===== config.mk =====
export PLATFORM = sky130hd
export DESIGN_NAME = outstanding_request_timeout_table_flat
export DESIGN_NICKNAME = d
export VERILOG_FILES = /design/src/rtl/ortt_pkg.sv /design/src/rtl/ortt_if.sv /design/src/rtl/outstanding_request_timeout_table.sv /design/src/rtl/ortt_ram.sv /design/src/rtl/ortt_out.sv /design/src/flat_wrapper.sv
export SDC_FILE = /design/constraint.sdc
export NUM_CORES = 1
export LEC_CHECK = 0
export BUFFER_PORTS_ARGS = -buffer_cell sky130_fd_sc_hd__buf_2
export CORE_ASPECT_RATIO = 0.7
export CORE_UTILIZATION = 30
export DETAILED_ROUTE_END_ITERATION = 10
export PLACE_DENSITY = 0.49
export SLEW_MARGIN = 20
export SYNTH_ARGS = -nofsm -noshare
export SYNTH_HDL_FRONTEND = slang
export SYNTH_SLANG_ARGS = --single-unit
export TNS_END_PERCENT = 1

===== constraint.sdc =====
create_clock -name i_clk -period 6 [get_ports i_clk]
set_input_delay 0.3 -clock i_clk [delete_from_list [all_inputs] [get_ports i_clk]]
set_output_delay 0.3 -clock i_clk [all_outputs]
set_load 0.03 [all_outputs]

===== src/rtl/ortt_pkg.sv =====
// Package for the outstanding request timeout table.
// Holds sizes, action and status codes and the result word type; no dependencies.
package ortt_pkg;

    localparam int ENTRIES = 16;
    localparam int IDX_W   = (ENTRIES > 1) ? $clog2(ENTRIES) : 1;
    localparam int ID_W    = 32;
    localparam int CD_W    = 16;
    localparam int ACT_W   = 2;
    localparam int ST_W    = 3;

    localparam logic [ACT_W-1:0] ACT_ISSUE = 2'd0;
    localparam logic [ACT_W-1:0] ACT_RESP  = 2'd1;
    localparam logic [ACT_W-1:0] ACT_TICK  = 2'd2;
    localparam logic [ACT_W-1:0] ACT_FLUSH = 2'd3;

    localparam logic [ST_W-1:0] ST_INSERTED  = 3'd0;
    localparam logic [ST_W-1:0] ST_REPLACED  = 3'd1;
    localparam logic [ST_W-1:0] ST_FULL      = 3'd2;
    localparam logic [ST_W-1:0] ST_COMPLETED = 3'd3;
    localparam logic [ST_W-1:0] ST_UNKNOWN   = 3'd4;
    localparam logic [ST_W-1:0] ST_TIMEDOUT  = 3'd5;

    typedef struct packed {
        logic [ID_W-1:0] id;
        logic [ST_W-1:0] status;
        logic            lost;
        logic            last;
    } t_result;

endpackage


===== src/rtl/ortt_if.sv =====
// Request and result channel interfaces for the timeout table.
// Depends on ortt_pkg for field widths.
interface ortt_in_if;
    import ortt_pkg::*;
    logic             valid;
    logic             ready;
    logic [ACT_W-1:0] action;
    logic [ID_W-1:0]  msg_id;
    logic [CD_W-1:0]  tmo_steps;

    modport source (output valid, action, msg_id, tmo_steps, input ready);
    modport sink   (input valid, action, msg_id, tmo_steps, output ready);
endinterface

interface ortt_out_if;
    import ortt_pkg::*;
    logic            valid;
    logic            ready;
    logic [ID_W-1:0] out_id;
    logic [ST_W-1:0] status;
    logic            lost;
    logic            last;

    modport source (output valid, out_id, status, lost, last, input ready);
    modport sink   (input valid, out_id, status, lost, last, output ready);
endinterface


===== src/rtl/outstanding_request_timeout_table.sv =====
// Outstanding request table with timeout: an issue word inserts or refreshes a message id,
// a response word retires it, a tick word ages every live entry and a flush word drops all
// entries. Ids and countdowns live in two RAMs with registered read data; the per-slot
// valid bits are flip-flops cleared by reset, so no clearing pass is needed after reset.
// Every request word walks all ENTRIES slots through the RAM read port, one slot per
// cycle unless a full result side stalls the walk, then finishes in a final state that
// can also wait on the result side. Results leave through an output register, so the
// next request is taken while a result waits. Tick and flush results come out in
// ascending slot order; the last result of a word has last set. Tick and flush words that
// find nothing to report give no result at all.
// Depends on ortt_pkg, ortt_if, ortt_ram and ortt_out.
module outstanding_request_timeout_table (
    input  logic        i_clk,
    input  logic        i_rst_n,
    ortt_in_if.sink     i_req,
    ortt_out_if.source  o_rsp
);
    import ortt_pkg::*;

    localparam logic [1:0] S_IDLE = 2'd0;
    localparam logic [1:0] S_WALK = 2'd1;
    localparam logic [1:0] S_FIN  = 2'd2;

    localparam logic [IDX_W-1:0] LAST_IDX = IDX_W'(ENTRIES - 1);

    logic [1:0]         r_state, n_state;
    logic [ACT_W-1:0]   r_act, n_act;
    logic [ID_W-1:0]    r_id, n_id;
    logic [CD_W-1:0]    r_steps, n_steps;
    logic [IDX_W-1:0]   r_idx, n_idx;
    logic [ENTRIES-1:0] r_valid, n_valid;
    logic               r_hit, n_hit;
    logic [IDX_W-1:0]   r_hit_idx, n_hit_idx;
    logic               r_hv, n_hv;
    t_result            r_held, n_held;

    // RAM ports
    logic               id_we, cd_we;
    logic [IDX_W-1:0]   w_addr;
    logic [ID_W-1:0]    w_id;
    logic [CD_W-1:0]    w_cd;
    logic [ID_W-1:0]    rd_id;
    logic [CD_W-1:0]    rd_cd;

    // output stage
    logic               push;
    t_result            push_res;
    logic               can_push;

    // lowest free slot
    logic               free_found;
    logic [IDX_W-1:0]   free_idx;

    // slot walk helpers
    logic               emit;
    t_result            new_res;

    ortt_ram #(.WIDTH(ID_W), .DEPTH(ENTRIES), .AW(IDX_W)) u_id_ram (
        .i_clk   (i_clk),
        .i_we    (id_we),
        .i_waddr (w_addr),
        .i_wdata (w_id),
        .i_raddr (n_idx),
        .o_rdata (rd_id)
    );

    ortt_ram #(.WIDTH(CD_W), .DEPTH(ENTRIES), .AW(IDX_W)) u_cd_ram (
        .i_clk   (i_clk),
        .i_we    (cd_we),
        .i_waddr (w_addr),
        .i_wdata (w_cd),
        .i_raddr (n_idx),
        .o_rdata (rd_cd)
    );

    ortt_out u_out (
        .i_clk      (i_clk),
        .i_rst_n    (i_rst_n),
        .i_push     (push),
        .i_res      (push_res),
        .o_can_push (can_push),
        .o_rsp      (o_rsp)
    );

    assign i_req.ready = (r_state == S_IDLE);

    // Priority pick of the lowest free slot; valid bits do not change during an issue walk.
    always_comb begin
        free_found = 1'b0;
        free_idx   = '0;
        for (int i = ENTRIES - 1; i >= 0; i--) begin
            if (!r_valid[i]) begin
                free_found = 1'b1;
                free_idx   = IDX_W'(i);
            end
        end
    end

    always_comb begin
        n_state   = r_state;
        n_act     = r_act;
        n_id      = r_id;
        n_steps   = r_steps;
        n_idx     = r_idx;
        n_valid   = r_valid;
        n_hit     = r_hit;
        n_hit_idx = r_hit_idx;
        n_hv      = r_hv;
        n_held    = r_held;
        id_we     = 1'b0;
        cd_we     = 1'b0;
        w_addr    = r_idx;
        w_id      = r_id;
        w_cd      = r_steps;
        push      = 1'b0;
        push_res  = r_held;
        emit      = 1'b0;
        new_res   = '{id: rd_id, status: ST_TIMEDOUT, lost: 1'b0, last: 1'b0};

        case (r_state)
            S_IDLE: begin
                // keep slot 0 on the read port so the walk starts with fresh data
                n_idx = '0;
                if (i_req.valid) begin
                    n_act   = i_req.action;
                    n_id    = i_req.msg_id;
                    n_steps = i_req.tmo_steps;
                    n_hit   = 1'b0;
                    n_hv    = 1'b0;
                    n_state = S_WALK;
                end
            end

            S_WALK: begin
                // RAM data belongs to slot r_idx
                case (r_act)
                    ACT_ISSUE, ACT_RESP: begin
                        if (r_valid[r_idx] && (rd_id == r_id) && !r_hit) begin
                            n_hit     = 1'b1;
                            n_hit_idx = r_idx;
                        end
                    end
                    ACT_TICK: begin
                        if (r_valid[r_idx]) begin
                            if (rd_cd != '0) begin
                                cd_we = 1'b1;
                                w_cd  = CD_W'(rd_cd - 1'b1);
                            end else begin
                                emit = 1'b1;
                            end
                        end
                    end
                    default: begin
                        // flush: drop every live entry as lost
                        if (r_valid[r_idx]) begin
                            emit         = 1'b1;
                            new_res.lost = 1'b1;
                        end
                    end
                endcase

                // Hold one found result back so the final one can carry last.
                if (emit && r_hv && !can_push) begin
                    // stall: hold slot, re-read it next cycle
                    n_idx = r_idx;
                end else begin
                    if (emit) begin
                        push           = r_hv;
                        push_res       = r_held;
                        push_res.last  = 1'b0;
                        n_held         = new_res;
                        n_hv           = 1'b1;
                        n_valid[r_idx] = 1'b0;
                    end
                    if (r_idx == LAST_IDX) begin
                        n_idx   = '0;
                        n_state = S_FIN;
                    end else begin
                        n_idx = r_idx + 1'b1;
                    end
                end
            end

            S_FIN: begin
                n_idx = '0;
                case (r_act)
                    ACT_ISSUE: begin
                        push_res = '{id: r_id, status: ST_FULL, lost: 1'b0, last: 1'b1};
                        if (r_hit) begin
                            push_res.status = ST_REPLACED;
                        end else if (free_found) begin
                            push_res.status = ST_INSERTED;
                        end
                        if (can_push) begin
                            push    = 1'b1;
                            n_state = S_IDLE;
                            if (r_hit) begin
                                cd_we  = 1'b1;
                                w_addr = r_hit_idx;
                            end else if (free_found) begin
                                id_we             = 1'b1;
                                cd_we             = 1'b1;
                                w_addr            = free_idx;
                                n_valid[free_idx] = 1'b1;
                            end
                        end
                    end
                    ACT_RESP: begin
                        push_res = '{id: r_id, status: ST_UNKNOWN, lost: 1'b0, last: 1'b1};
                        if (r_hit) begin
                            push_res.status = ST_COMPLETED;
                        end
                        if (can_push) begin
                            push    = 1'b1;
                            n_state = S_IDLE;
                            if (r_hit) begin
                                n_valid[r_hit_idx] = 1'b0;
                            end
                        end
                    end
                    default: begin
                        // tick or flush: release the held result as the final one
                        push_res.last = 1'b1;
                        if (!r_hv) begin
                            n_state = S_IDLE;
                        end else if (can_push) begin
                            push    = 1'b1;
                            n_hv    = 1'b0;
                            n_state = S_IDLE;
                        end
                    end
                endcase
            end

            default: begin
                n_state = S_IDLE;
            end
        endcase
    end

    always_ff @(posedge i_clk) begin
        if (!i_rst_n) begin
            r_state <= S_IDLE;
            r_idx   <= '0;
            r_valid <= '0;
            r_hit   <= 1'b0;
            r_hv    <= 1'b0;
        end else begin
            r_state <= n_state;
            r_idx   <= n_idx;
            r_valid <= n_valid;
            r_hit   <= n_hit;
            r_hv    <= n_hv;
        end
    end

    always_ff @(posedge i_clk) begin
        r_act     <= n_act;
        r_id      <= n_id;
        r_steps   <= n_steps;
        r_hit_idx <= n_hit_idx;
        r_held    <= n_held;
    end

endmodule


===== src/rtl/ortt_ram.sv =====
// Generic single-port-write, single-port-read RAM with registered read data.
// No dependencies.
module ortt_ram #(
    parameter int WIDTH = 32,
    parameter int DEPTH = 16,
    parameter int AW    = (DEPTH > 1) ? $clog2(DEPTH) : 1
) (
    input  logic             i_clk,
    input  logic             i_we,
    input  logic [AW-1:0]    i_waddr,
    input  logic [WIDTH-1:0] i_wdata,
    input  logic [AW-1:0]    i_raddr,
    output logic [WIDTH-1:0] o_rdata
);

    logic [WIDTH-1:0] mem [DEPTH];

    always_ff @(posedge i_clk) begin
        if (i_we) begin
            mem[i_waddr] <= i_wdata;
        end
        o_rdata <= mem[i_raddr];
    end

endmodule


===== src/rtl/ortt_out.sv =====
// Output register stage for result words.
// Depends on ortt_pkg and ortt_out_if.
module ortt_out (
    input  logic            i_clk,
    input  logic            i_rst_n,
    input  logic            i_push,
    input  ortt_pkg::t_result i_res,
    output logic            o_can_push,
    ortt_out_if.source      o_rsp
);
    import ortt_pkg::*;

    logic    r_ov;
    t_result r_res;

    // free when empty or when the held word leaves this cycle
    assign o_can_push = !r_ov || o_rsp.ready;

    always_ff @(posedge i_clk) begin
        if (!i_rst_n) begin
            r_ov <= 1'b0;
        end else if (i_push) begin
            r_ov <= 1'b1;
        end else if (o_rsp.ready) begin
            r_ov <= 1'b0;
        end
    end

    always_ff @(posedge i_clk) begin
        if (i_push) begin
            r_res <= i_res;
        end
    end

    assign o_rsp.valid  = r_ov;
    assign o_rsp.out_id = r_res.id;
    assign o_rsp.status = r_res.status;
    assign o_rsp.lost   = r_res.lost;
    assign o_rsp.last   = r_res.last;

endmodule


===== src/flat_wrapper.sv =====
// flat-port wrapper written by rule: the top's interface ports become plain ports
module outstanding_request_timeout_table_flat import ortt_pkg::*;
  (i_clk, i_rst_n, i_req_valid, i_req_action, i_req_msg_id, i_req_tmo_steps, i_req_ready, o_rsp_valid, o_rsp_out_id, o_rsp_status, o_rsp_lost, o_rsp_last, o_rsp_ready);
  ortt_in_if i_req_i ();
  ortt_out_if o_rsp_i ();
  input  logic i_clk;
  input  logic i_rst_n;
  input wire logic [$bits(i_req_i.valid)-1:0] i_req_valid;
  input wire logic [$bits(i_req_i.action)-1:0] i_req_action;
  input wire logic [$bits(i_req_i.msg_id)-1:0] i_req_msg_id;
  input wire logic [$bits(i_req_i.tmo_steps)-1:0] i_req_tmo_steps;
  output wire logic [$bits(i_req_i.ready)-1:0] i_req_ready;
  output wire logic [$bits(o_rsp_i.valid)-1:0] o_rsp_valid;
  output wire logic [$bits(o_rsp_i.out_id)-1:0] o_rsp_out_id;
  output wire logic [$bits(o_rsp_i.status)-1:0] o_rsp_status;
  output wire logic [$bits(o_rsp_i.lost)-1:0] o_rsp_lost;
  output wire logic [$bits(o_rsp_i.last)-1:0] o_rsp_last;
  input wire logic [$bits(o_rsp_i.ready)-1:0] o_rsp_ready;
  assign i_req_i.valid = i_req_valid;
  assign i_req_i.action = i_req_action;
  assign i_req_i.msg_id = i_req_msg_id;
  assign i_req_i.tmo_steps = i_req_tmo_steps;
  assign i_req_ready = i_req_i.ready;
  assign o_rsp_valid = o_rsp_i.valid;
  assign o_rsp_out_id = o_rsp_i.out_id;
  assign o_rsp_status = o_rsp_i.status;
  assign o_rsp_lost = o_rsp_i.lost;
  assign o_rsp_last = o_rsp_i.last;
  assign o_rsp_i.ready = o_rsp_ready;
  outstanding_request_timeout_table u_core (.i_clk(i_clk), .i_rst_n(i_rst_n), .i_req(i_req_i), .o_rsp(o_rsp_i));
endmodule

# Word level (Yosys, flattened, before mapping)
# Memories as Yosys holds them, arrays and structs flattened. A register that Yosys moved wholly into a read port is not among the register bits.
# Index checks and enable logic that the tools add are counted.
# W data, S select, Z words.
dict set report op_classes {
  n_eq_ne 19
  n_bitwise 6
  muxes 112
  n_reduce_logical 28
  n_lt_le_gt_ge 6
  add_sub_neg 2
}
# op n
set op_table {}
lappend op_table {{$mux W16} 11}
lappend op_table {{$mux W4} 23}
lappend op_table {{$pmux W36 S2} 1}
lappend op_table {{$pmux W16 S2} 2}
lappend op_table {{$mux W1} 54}
lappend op_table {{$mux W37} 1}
lappend op_table {{$and A16 B16 Y16} 2}
lappend op_table {{$eq A32 B32 Y1} 1}
lappend op_table {{$not A16 Y16} 2}
lappend op_table {{$or A16 B16 Y16} 1}
lappend op_table {{$reduce_bool A16 Y1} 1}
lappend op_table {{$sub A16 B1 Y16 const B} 1}
lappend op_table {{$lt A4 B5 Y1 const B} 3}
lappend op_table {{$mux W2} 7}
lappend op_table {{$demux W1 S4} 3}
lappend op_table {{$ge A4 B1 Y1 const B} 3}
lappend op_table {{$ne A3 B2 Y1 const B} 4}
lappend op_table {{$reduce_and A3 Y1} 3}
lappend op_table {{$reduce_and A9 Y1} 1}
lappend op_table {{$ne A2 B2 Y1 const B} 4}
lappend op_table {{$pmux W1 S2} 4}
lappend op_table {{$pmux W4 S2} 1}
lappend op_table {{$logic_and A1 B1 Y1} 7}
lappend op_table {{$mux W3} 2}
lappend op_table {{21 further kinds} 31}
dict set report word_totals {
  output_inout_bits 39
  mem_bits_rw 768
  in_bits 54
  regBits 149
  memories 2
  word_cells 191
}
# name depth word_bits read_ports rd_ports_with_merged_regs write_ports line_no
set memory_table {}
lappend memory_table {u_core.u_id_ram.mem 16 32 1 1 1 ortt_ram.sv:16} ;# logic [WIDTH-1:0] mem [DEPTH];
lappend memory_table {u_core.u_cd_ram.mem 16 16 1 1 1 ortt_ram.sv:16}

# Logic depth before layout (Yosys ltp)
# Gate-level depths: netlist of run 1.
dict set report logic_depth {
  ltp_word 26
  depth_mapped 14
  mapped_depth_nobuf 10
}

# Modules after synthesis
# Synthesis of run 1 repeated with hierarchy kept, for this count alone.
dict set report hier_totals {
  hier_cells 1922
  area_unflattened_um2 37060.5
}
# mod n_inst cells_each area_per_inst_um2 seq_area_each_um2
set modules_own_cells {}
lappend modules_own_cells {{ortt_ram (u_core.u_id_ram)} 1 838 19835.3 16015.4}
lappend modules_own_cells {{ortt_ram (u_core.u_cd_ram)} 1 432 10042.1 8007.7}
lappend modules_own_cells {outstanding_request_timeout_table 1 611 6023.3 3093.0}
lappend modules_own_cells {ortt_out 1 41 1159.9 1131.1}

# Least setup slack after synthesis of run 1
# OpenSTA, ideal clock, no wires.
dict set report synth_path {
  path_kind {register to register}
  from {register u_core.u_out.r_ov, in the netlist u_core.u_out.o_rsp.valid}
  to {memory u_core.u_id_ram.mem[6][0], enable pin}
  period_less_slack_ns 4.737
  arrival_ns 4.276
  setup_ns 0.461
  slack_ns 1.263
  n_path_buf 2
  t_required_ns 5.539
  path_stages_with_launch 10
  path_cell_list {dfxtp_1 > nor2b_1 > clkbuf_1 > or3_1 > nor2_1 > a41o_1 > a21oi_1 > or2_2 > clkbuf_1 > nor3_1}
}
dict set report synth_via {
  elab_chain_len 7
  elab_cells_between_ends 10
  classes_between {8 x mux; 2 x reduce/logical}
}
# item line_no
set synth_rtl {}
lappend synth_rtl {{start, declared} ortt_out.sv:13} ;# logic r_ov;
lappend synth_rtl {{start signal, assigned} ortt_out.sv:21} ;# r_ov <= 1'b0;
lappend synth_rtl {{start signal, assigned} ortt_out.sv:23} ;# r_ov <= 1'b1;
lappend synth_rtl {{start signal, assigned} ortt_out.sv:25} ;# r_ov <= 1'b0;
lappend synth_rtl {{$logic_not A1 Y1 *} ortt_out.sv:17} ;# assign o_can_push = !r_ov || o_rsp.ready;
lappend synth_rtl {{$logic_or A1 B1 Y1 *} ortt_out.sv:17}
lappend synth_rtl {{$mux W1} outstanding_request_timeout_table.sv:194} ;# if (can_push) begin
lappend synth_rtl {{$mux W1} outstanding_request_timeout_table.sv:186} ;# case (r_act)
lappend synth_rtl {{$mux W1} outstanding_request_timeout_table.sv:120} ;# case (r_state)
lappend synth_rtl {{$mux W1} ortt_ram.sv:19} ;# if (i_we) begin
lappend synth_rtl {{$mux W1 (not written as such)} ortt_ram.sv:20} ;# mem[i_waddr] <= i_wdata;
lappend synth_rtl {{end, declared} ortt_ram.sv:16}
# Every way passes the cells marked *; elsewhere a longest branch is shown, timed or not.

# Worst setup path in the final report of run 1
dict set report layout_path {
  from {register u_core.u_cd_ram.o_rdata[7], read port of u_core.u_cd_ram.mem}
  to {register u_core.u_cd_ram.o_rdata[8], read port of u_core.u_cd_ram.mem}
}
dict set report layout_via {
  elab_chain_len 9
}
# item line_no
set layout_rtl {}
lappend layout_rtl {{start, declared} ortt_ram.sv:13} ;# output logic [WIDTH-1:0] o_rdata
lappend layout_rtl {{$reduce_bool A16 Y1} outstanding_request_timeout_table.sv:145} ;# if (rd_cd != '0) begin
lappend layout_rtl {{$mux W1} outstanding_request_timeout_table.sv:145}
lappend layout_rtl {{$mux W1} outstanding_request_timeout_table.sv:144} ;# if (r_valid[r_idx]) begin
lappend layout_rtl {{$pmux W1 S2} outstanding_request_timeout_table.sv:136} ;# case (r_act)
lappend layout_rtl {{$mux W1} outstanding_request_timeout_table.sv:120}
lappend layout_rtl {{$logic_and A1 B1 Y1 (2 in a row)} outstanding_request_timeout_table.sv:163} ;# if (emit && r_hv && !can_push) begin
lappend layout_rtl {{$mux W4} outstanding_request_timeout_table.sv:163}
lappend layout_rtl {{$pmux W4 S2} outstanding_request_timeout_table.sv:120}
# No other way between the ends. The select of a mux whose other input is x is not followed.
# A chain may end at the register's enable or synchronous reset.

==> run_results.csv, run 1 <==
group,metric,value,unit
final_layout,syn_to_final_growth,17.57,%
timing,worst_clock_skew,0.06440,ns
final_layout,layout.cells.most_common_list,"edfxtp_1 (892), nand2_1 (627), a21oi_1 (210)",
critical_path,slowest_delay,0.95,ns
timing,hold_violations,0,
clock_network,tritoncts,"built",
timing,finalCritPeriodShare,0.7710,
final_layout,mostFrequentLayoutCell,"edfxtp_1",
clock_network,clock_tree.buffer_depth,3,
placement,io_buffers,92,
floorplanning,ios,93,
placement,globalplace.congestion,0.8252,
logic_synthesis,ys_seq_elements,965,
detailed_routing,drc,0,
final_layout,antenna_cells_inserted,0,
critical_path,rr_startpoint,"u_core.u_cd_ram.o_rdata[7]",
global_route,grt_overflow_total,0,
floorplanning,floorplan.die_area,127600,µm²
detailed_routing,count_of_nets_left_with_antenna_violations_after_detail_routing,0,
critical_path,worst-path-max-fanout,48,
timing,fmax,216.2,MHz
global_route,number_of_antenna_violations_at_the_first_check_in_global_routing,2,
critical_path,reg2regPathDepth,8,
placement,place_hpwl,55130,µm
pwr,power_density,331.1,nW/µm²
final_layout,num-nets-final,2915,
logic_synthesis,synthCells,2683,
critical_path,critical-path-top-cell-by-count,"nor4_1",
critical_path,crit_chain,"nor4_1 -> and4_1 -> o211a_2 -> nor2_1 -> a31oi_1 -> nand2b_4 -> nor3_1 -> nor4_1",
timing,setup-violations-final,0,
detailed_routing,vias_per_cell,4.981,
global_route,pin_count_of_the_biggest_net_entering_global_routing,78,
run,max-cap-violations,0,
critical_path,start_kind,"register",
critical_path,critical-path-top-delay-family,"simple AND/OR/NAND/NOR gates",
logic_synthesis,synthesis.yosys.warnings,0,
detailed_routing,detail_route.iter0.violations,2667,
clock_network,clock_sinks,965,
critical_path,cp.required,6.58,ns
detailed_routing,dr.pass1.iters,6,
run_status,run_status,"finished clean",
pwr,power_leakage,0.01442,µW
logic_synthesis,number_of_flops_mapped_to_enable_cells_by_yosys,892,
timing,slew_headroom,0.2540,
logic_synthesis,netlist_area,37860,µm²
critical_path,timing.critical_path.slowest_stage_cell,"nand2b_4",
floorplanning,fp.dieW,426.6,µm
detailed_routing,wire_per_inst,23.78,µm
critical_path,critical_path.n_buffers_inverters,0,
final_layout,final_core_utilization,0.3573,
detailed_routing,drt_wl_total,109100,µm
critical_path,cp_data_arrival_time,5.20,ns
timing,tightest_slew,1.119,ns
critical_path,crit_end,"u_core.u_cd_ram.o_rdata[8]",
logic_synthesis,synth_ff_type,"edfxtp_1",
floorplanning,initial_utilization,0.3039,
clock_network,postCtsSetupRepairBufs,0,
timing,timing.final.max_slew_violations,0,
logic_synthesis,postSynth.asyncResetShare,0,
global_route,grt_pass1_vias,21959,
detailed_routing,detailroute.via_count,22844,
critical_path,worst_r2r_endpoint,"u_core.u_cd_ram.o_rdata[8]",
timing,total_negative_slack_for_setup_checks,0,ns
clock_network,cts.root.buffer_cell,"clkbuf_16",
floorplanning,design.core.area,124600,µm²
timing,min_period,4.626,ns
floorplanning,die_h,299.2,µm
logic_synthesis,synth-seq-area-share,0.7461,
logic_synthesis,syn_area_per_cell,14.11,µm²
logic_synthesis,syn-num-nets,2746,
critical_path,reg2reg_setup_slack,1.37,ns
clock_network,insertion_delay,0.73,ns
clock_network,htreeDepth,3,
clock_network,tritoncts.num_buffers,99,
critical_path,number_of_logic_stages_on_the_critical_path_including_buffering,8,
critical_path,criticalPathCategory,"reg2reg",
clock_network,clk_transition_reported_paths,0.07,ns
timing,grt_setup_unrepaired,"no",
min_path,timing.hold.worst.class,"in2reg",
floorplanning,std_cell_rows,108,
final_layout,layout-drive-gt1-share,0.1451,
global_route,grtUsageTotal,0.1689,
pwr,vdd_drop_max,209.2,µV
critical_path,critPathLaunch,"u_core.u_cd_ram.o_rdata[7]",
logic_synthesis,post_synth_cell_types,60,
global_route,grt_first_pass_wirelength,157400,µm
critical_path,timing.critical_path.to_type,"register",
[where the power goes]
part / leakage, µW / internal (µW) / switching [µW] / total, µW
clock network: 0.00162 / 3570 / 2680 / 6250
registers: 0.00866 / 7520 / 159 / 7680
logic: 0.00413 / 257 / 552 / 808
[state kept, by name (all words and copies together), names as in the netlist, 32 cells and up]
signal,cells
u_core.r_id,32
u_core.u_id_ram.mem,512
u_core.u_id_ram.o_rdata,32
u_core.u_out.o_rsp.out_id,32
u_core.u_cd_ram.mem,256
u_core.r_held,33
[worst reg2reg max path, delay by kind of cell (launching register included)]
| kind | cells | cell delay [ns] |
|---|---|---|
| AND/OR/NAND/NOR | 6 | 3.23 |
| AO/OA/AOI/OAI | 2 | 0.92 |
| flip-flops | 1 | 0.34 |
[kinds of logic (layout without fill, tap and decap cells)]
kind of cell             Yosys count  after routing  share of synthesized area
XOR/XNOR                          46             46                    0.01064
AO/OA/AOI/OAI                    412            412                    0.07294
flip-flops                       965            965                     0.7461
multiplexers                     138            138                    0.04055
AND/OR/NAND/NOR                  939            939                     0.1068
adder cells (fa/ha/maj)            9              9                   0.002974
buffers and inverters            174            427                    0.02003
[stage by stage]
step | hold slack, ns | power (µW) | std cells | setup slack, ns | cell area (µm²)
2_1_floorplan | 0.3989 | 8234 | 2683 | 1.263 | 37860
3_3_place_gp | 0.4430 | 8608 | 4350 | 1.542 | 40680
3_5_place_dp | 0.4456 | 8606 | 4350 | 1.550 | 40680
4_1_cts | 0.004726 | 14900 | 4586 | 1.539 | 44510
5_1_grt | 0.05119 | 15220 | 4586 | 1.097 | 44510
6_report | 0.05543 | 14740 | 4586 | 1.374 | 44510
[cells in the mapped netlist (3+ instances only)]
cell type / instances / area share
buf_1: 13 / 0.0013
and3_1: 3 / 0.00050
clkbuf_1: 76 / 0.0075
o21a_1: 3 / 0.00059
nor4_1: 60 / 0.0099
buf_2: 63 / 0.0083
a22oi_1: 3 / 0.00059
nand2_1: 629 / 0.062
a21boi_0: 3 / 0.00059
a21oi_1: 210 / 0.028
o221ai_1: 3 / 0.00069
nand3b_1: 3 / 0.00059
o211ai_1: 12 / 0.0024
nor3b_1: 4 / 0.00079
or3_1: 4 / 0.00066
xor2_1: 30 / 0.0069
edfxtp_1: 892 / 0.71
xnor2_1: 16 / 0.0037
a31oi_1: 7 / 0.0012
nor3_1: 136 / 0.018
o2111ai_1: 3 / 0.00069
a32o_1: 96 / 0.025
o31ai_1: 4 / 0.00079
inv_1: 13 / 0.0013
nor2b_1: 13 / 0.0021
o21ai_0: 40 / 0.0053
nor2_1: 38 / 0.0038
a32oi_1: 6 / 0.0014
mux2i_1: 96 / 0.025
nand3_1: 15 / 0.0020
buf_4: 7 / 0.0014
nand2b_1: 9 / 0.0015
ha_1: 9 / 0.0030
nand4_1: 11 / 0.0018
mux2_2: 33 / 0.0098
dfxtp_1: 73 / 0.039
mux4_2: 9 / 0.0054
and2_1: 6 / 0.00099
[repair_timing]
item | 4_1_cts | 5_1_grt
resized for setup | 0 | 0
setup endpoints to repair | 0 | 0
hold buffers | 51 | 0
hold endpoints to repair | 53 | 0
[how the worst min path moves through the flow]
stage                                            from  cells after the start            endpoint  slack, ns
final                                         i_rst_n                      3        u_core.r_hit       0.06
after floorplan                       i_req_action[0]                      0     u_core.r_act[0]       0.40
after CTS                                     i_rst_n                      3        u_core.r_hit      0.005
after detailed placement   u_core.u_id_ram.o_rdata[6]                      0   u_core.r_held[11]       0.45
after global routing                          i_rst_n                      2  u_core.r_valid[14]       0.05
after global placement    u_core.u_id_ram.o_rdata[27]                      0   u_core.r_held[32]       0.44
[routing by layer]
metal  wire length [µm]  GRT usage
met5                 17          0
met4               1878    0.03520
met3               7530    0.03749
met2              47870     0.2470
met1              51760     0.2549
[area by class of cell]
class / count / area [µm²]
multi-input cells: 1544 / 9111
repair buffers: 227 / 1714
clock buffers: 140 / 2833
clock inverters: 45 / 488.0
fillers: 11973 / 80080
well taps: 1650 / 2064
inverters: 15 / 56.30
flip-flops and latches: 965 / 28250
Power figures use the tool's default switching activity.
==> run 2: changes to the inputs <==
PLACE_DENSITY = 0.51   (was 0.49)
clock period = 4.1 ns   (was 6 ns; I/O delays follow)
==> run 2 against run 1 <==
  * Maximum frequency rose by 22%
  * Power rose by 46%
  * Sequential power rose by 46%
  * Die area did not move
  * Critical path depth rose by 2
  * Cell area rose by 1.5%
  * Non-clock buffer count rose by 53
  * Worst hold slack improved by 0.083 ns
  * Via count rose by 1.6%
  * Sequential cell count did not move
  * Clock skew fell by 0.026 ns
  * Cell count rose by 1.0%
  * Largest power group unchanged
==> run_results.csv, run 2 (same netlist as run 1, synthesis figures left out) <==
group,metric,value,unit
run_status,run_status,"finished clean",
pwr,finalPower,21480,µW
clock_network,tritoncts,"built",
final_layout,num-nets-final,2964,
clock_network,clock_sinks,965,
placement,io_buffers,92,
floorplanning,fp.dieW,426.6,µm
critical_path,slowest_delay,0.60,ns
timing,worst_clock_skew,0.03843,ns
global_route,number_of_antenna_violations_at_the_first_check_in_global_routing,1,
critical_path,criticalPathCategory,"reg2reg",
global_route,grt_overflow_total,0,
timing,finalCritPeriodShare,0.9229,
timing,fmax,264.3,MHz
floorplanning,floorplan.die_area,127600,µm²
clock_network,cts.root.buffer_cell,"clkbuf_16",
final_layout,top_regs,"u_core.u_id_ram.mem: 512 flops, u_core.u_cd_ram.mem: 256 flops, u_core.r_held: 33 flops",
pwr,clock_power_share,0.419,
pwr,vdd_drop_max,362.7,µV
clock_network,clk_transition_reported_paths,0.06,ns
floorplanning,initial_utilization,0.3039,
detailed_routing,dr.pass1.iters,6,
run,max-cap-violations,0,
placement,place.detailed.instances,4402,
critical_path,critical-path-top-delay-family,"multiplexers",
placement,globalplace.congestion,0.8500,
critical_path,timing.critical_path.to_type,"register",
critical_path,cp.required,4.69,ns
final_layout,syn_to_final_growth,19.30,%
final_layout,instances_no_fill,4634,
detailed_routing,detail_route.iter0.violations,2597,
final_layout,final_core_utilization,0.3625,
floorplanning,die_h,299.2,µm
floorplanning,ios,93,
detailed_routing,count_of_nets_left_with_antenna_violations_after_detail_routing,0,
detailed_routing,drt_wl_total,107500,µm
min_path,timing.hold.worst.class,"in2reg",
final_layout,registers.top_by_ff_count,"u_core.u_id_ram.mem",
clock_network,htreeDepth,3,
pwr,power_leakage,0.01473,µW
placement,preCtsSetupSlack,0.3651,ns
critical_path,start_kind,"register",
clock_network,insertion_delay,0.71,ns
pwr,comb_power_share,0.059,
clock_network,postCtsSetupRepairBufs,0,
placement,place_hpwl,57820,µm
critical_path,crit_chain,"mux4_2 -> mux4_2 -> o211a_2 -> o311ai_4 -> buf_12 -> buf_4 -> buf_4 -> nand2_1 -> a32o_1 -> nor4_1",
timing,slew_headroom,0.3075,
timing,hold_violations,0,
critical_path,worst-path-max-fanout,23,
detailed_routing,vias_per_cell,5.009,
timing,min_period,3.784,ns
global_route,grtUsageTotal,0.1661,
timing,grt_setup_unrepaired,"no",
timing,postLayoutSetupSlackWorst,0.3159,ns
pwr,seq_power_share,0.522,
timing,final.hold.worst_slack,0.1383,ns
final_layout,mostFrequentLayoutCell,"edfxtp_1",
final_layout,layout-drive-gt1-share,0.1573,
global_route,grt_first_pass_wirelength,155900,µm
critical_path,critical_path.n_buffers_inverters,3,
timing,tightest_slew,1.039,ns
clock_network,tritoncts.num_buffers,95,
final_layout,flip_flop_count_of_the_largest_register_all_copies_and_words_added,512,
pwr,power_density,475.5,nW/µm²
global_route,grt_pass1_vias,22144,
pwr,cell_internal_pwr,16590,µW
floorplanning,std_cell_rows,108,
detailed_routing,drc,0,
pwr,power.share.switching,0.2276,
timing,timing.final.max_slew_violations,0,
critical_path,timing.critical_path.slowest_stage_cell,"mux4_2",
floorplanning,design.core.area,124600,µm²
detailed_routing,wire_per_inst,23.20,µm
critical_path,cp_data_arrival_time,4.37,ns
final_layout,layout.cells.most_common_list,"edfxtp_1 (892), nand2_1 (627), a21oi_1 (210)",
timing,setup-violations-final,0,
pwr,power.net_switching,4888,µW
clock_network,clock_tree.buffer_depth,3,
detailed_routing,detailroute.via_count,23210,
global_route,pin_count_of_the_biggest_net_entering_global_routing,82,
[run 2: cell types whose count changed in the layout (fill, tap and decap cells not counted), sizes merged]
cell         before  now
bufinv            6    9
inv              15   17
dlygate4sd3      51   52
diode             0    2
clkbuf          140  133
clkinvlp          3    1
clkinv           36   33
buf             176  228
[run 2: through the flow]
stage               area [µm²]  setup TNS [ns]
global placement         41440               0
finish                   45170               0
floorplan                37860         -251.73
global route             45160               0
CTS                      45160               0
detailed placement       41440               0
[run 2: final timing paths]
kind                                             startpoint  slack (ns)                    endpoint  cells past startpoint
worst min-delay path                            o_rsp_ready        0.14    u_core.u_out.o_rsp.valid                      5
worst min register to register  u_core.u_id_ram.o_rdata[11]        0.45           u_core.r_held[16]                      0
worst max-delay path                        u_core.r_idx[2]        0.32  u_core.u_cd_ram.o_rdata[7]                     10
worst max register to register              u_core.r_idx[2]        0.32  u_core.u_cd_ram.o_rdata[7]                     10
[run 2: layout make-up]
type,instances,area [µm²]
Antenna cell,2,5.005
Clock buffer,133,2684
Clock inverter,45,521.8
Fill cell,11869,79420
Inverter,15,56.30
Multi-Input combinational cell,1544,9111
Sequential cell,965,28250
Tap cell,1650,2064
Timing Repair Buffer,280,2477
[run 2: worst reg2reg max path, stage by stage (launching register included)]
cell	delay [ns]
dfxtp_1	0.52
mux4_2	0.59
mux4_2	0.61
o211a_2	0.23
o311ai_4	0.42
buf_12	0.24
buf_4	0.37
buf_4	0.20
nand2_1	0.05
a32o_1	0.25
nor4_1	0.23
[run 2: repair_timing]
action,in CTS,in global routing
hold endpoints to repair,65,0
resized for setup,0,0
hold buffers,52,0
[run 2: routing by layer]
| metal | part of all wire | wire length, µm | vias up | GRT usage |
|---|---|---|---|---|
| met3 | 0.063 | 6810 | 128 | 0.03217 |
| met4 | 0.017 | 1806 | 0 | 0.03367 |
| met1 | 0.49 | 52970 | 11799 | 0.2587 |
| li1 | - | - | 10549 | - |
| met5 | 0 | 0 | - | 0 |
| met2 | 0.43 | 45920 | 734 | 0.2375 |
[run 2: power groups by stage]
stage	logic (µW)	registers [µW]	clock network, µW
2_1_floorplan	681	11400	0
3_3_place_gp	1250	11400	0
3_5_place_dp	1240	11400	0
4_1_cts	1290	11200	9230
5_1_grt	1390	11200	9580
6_report	1280	11200	9000
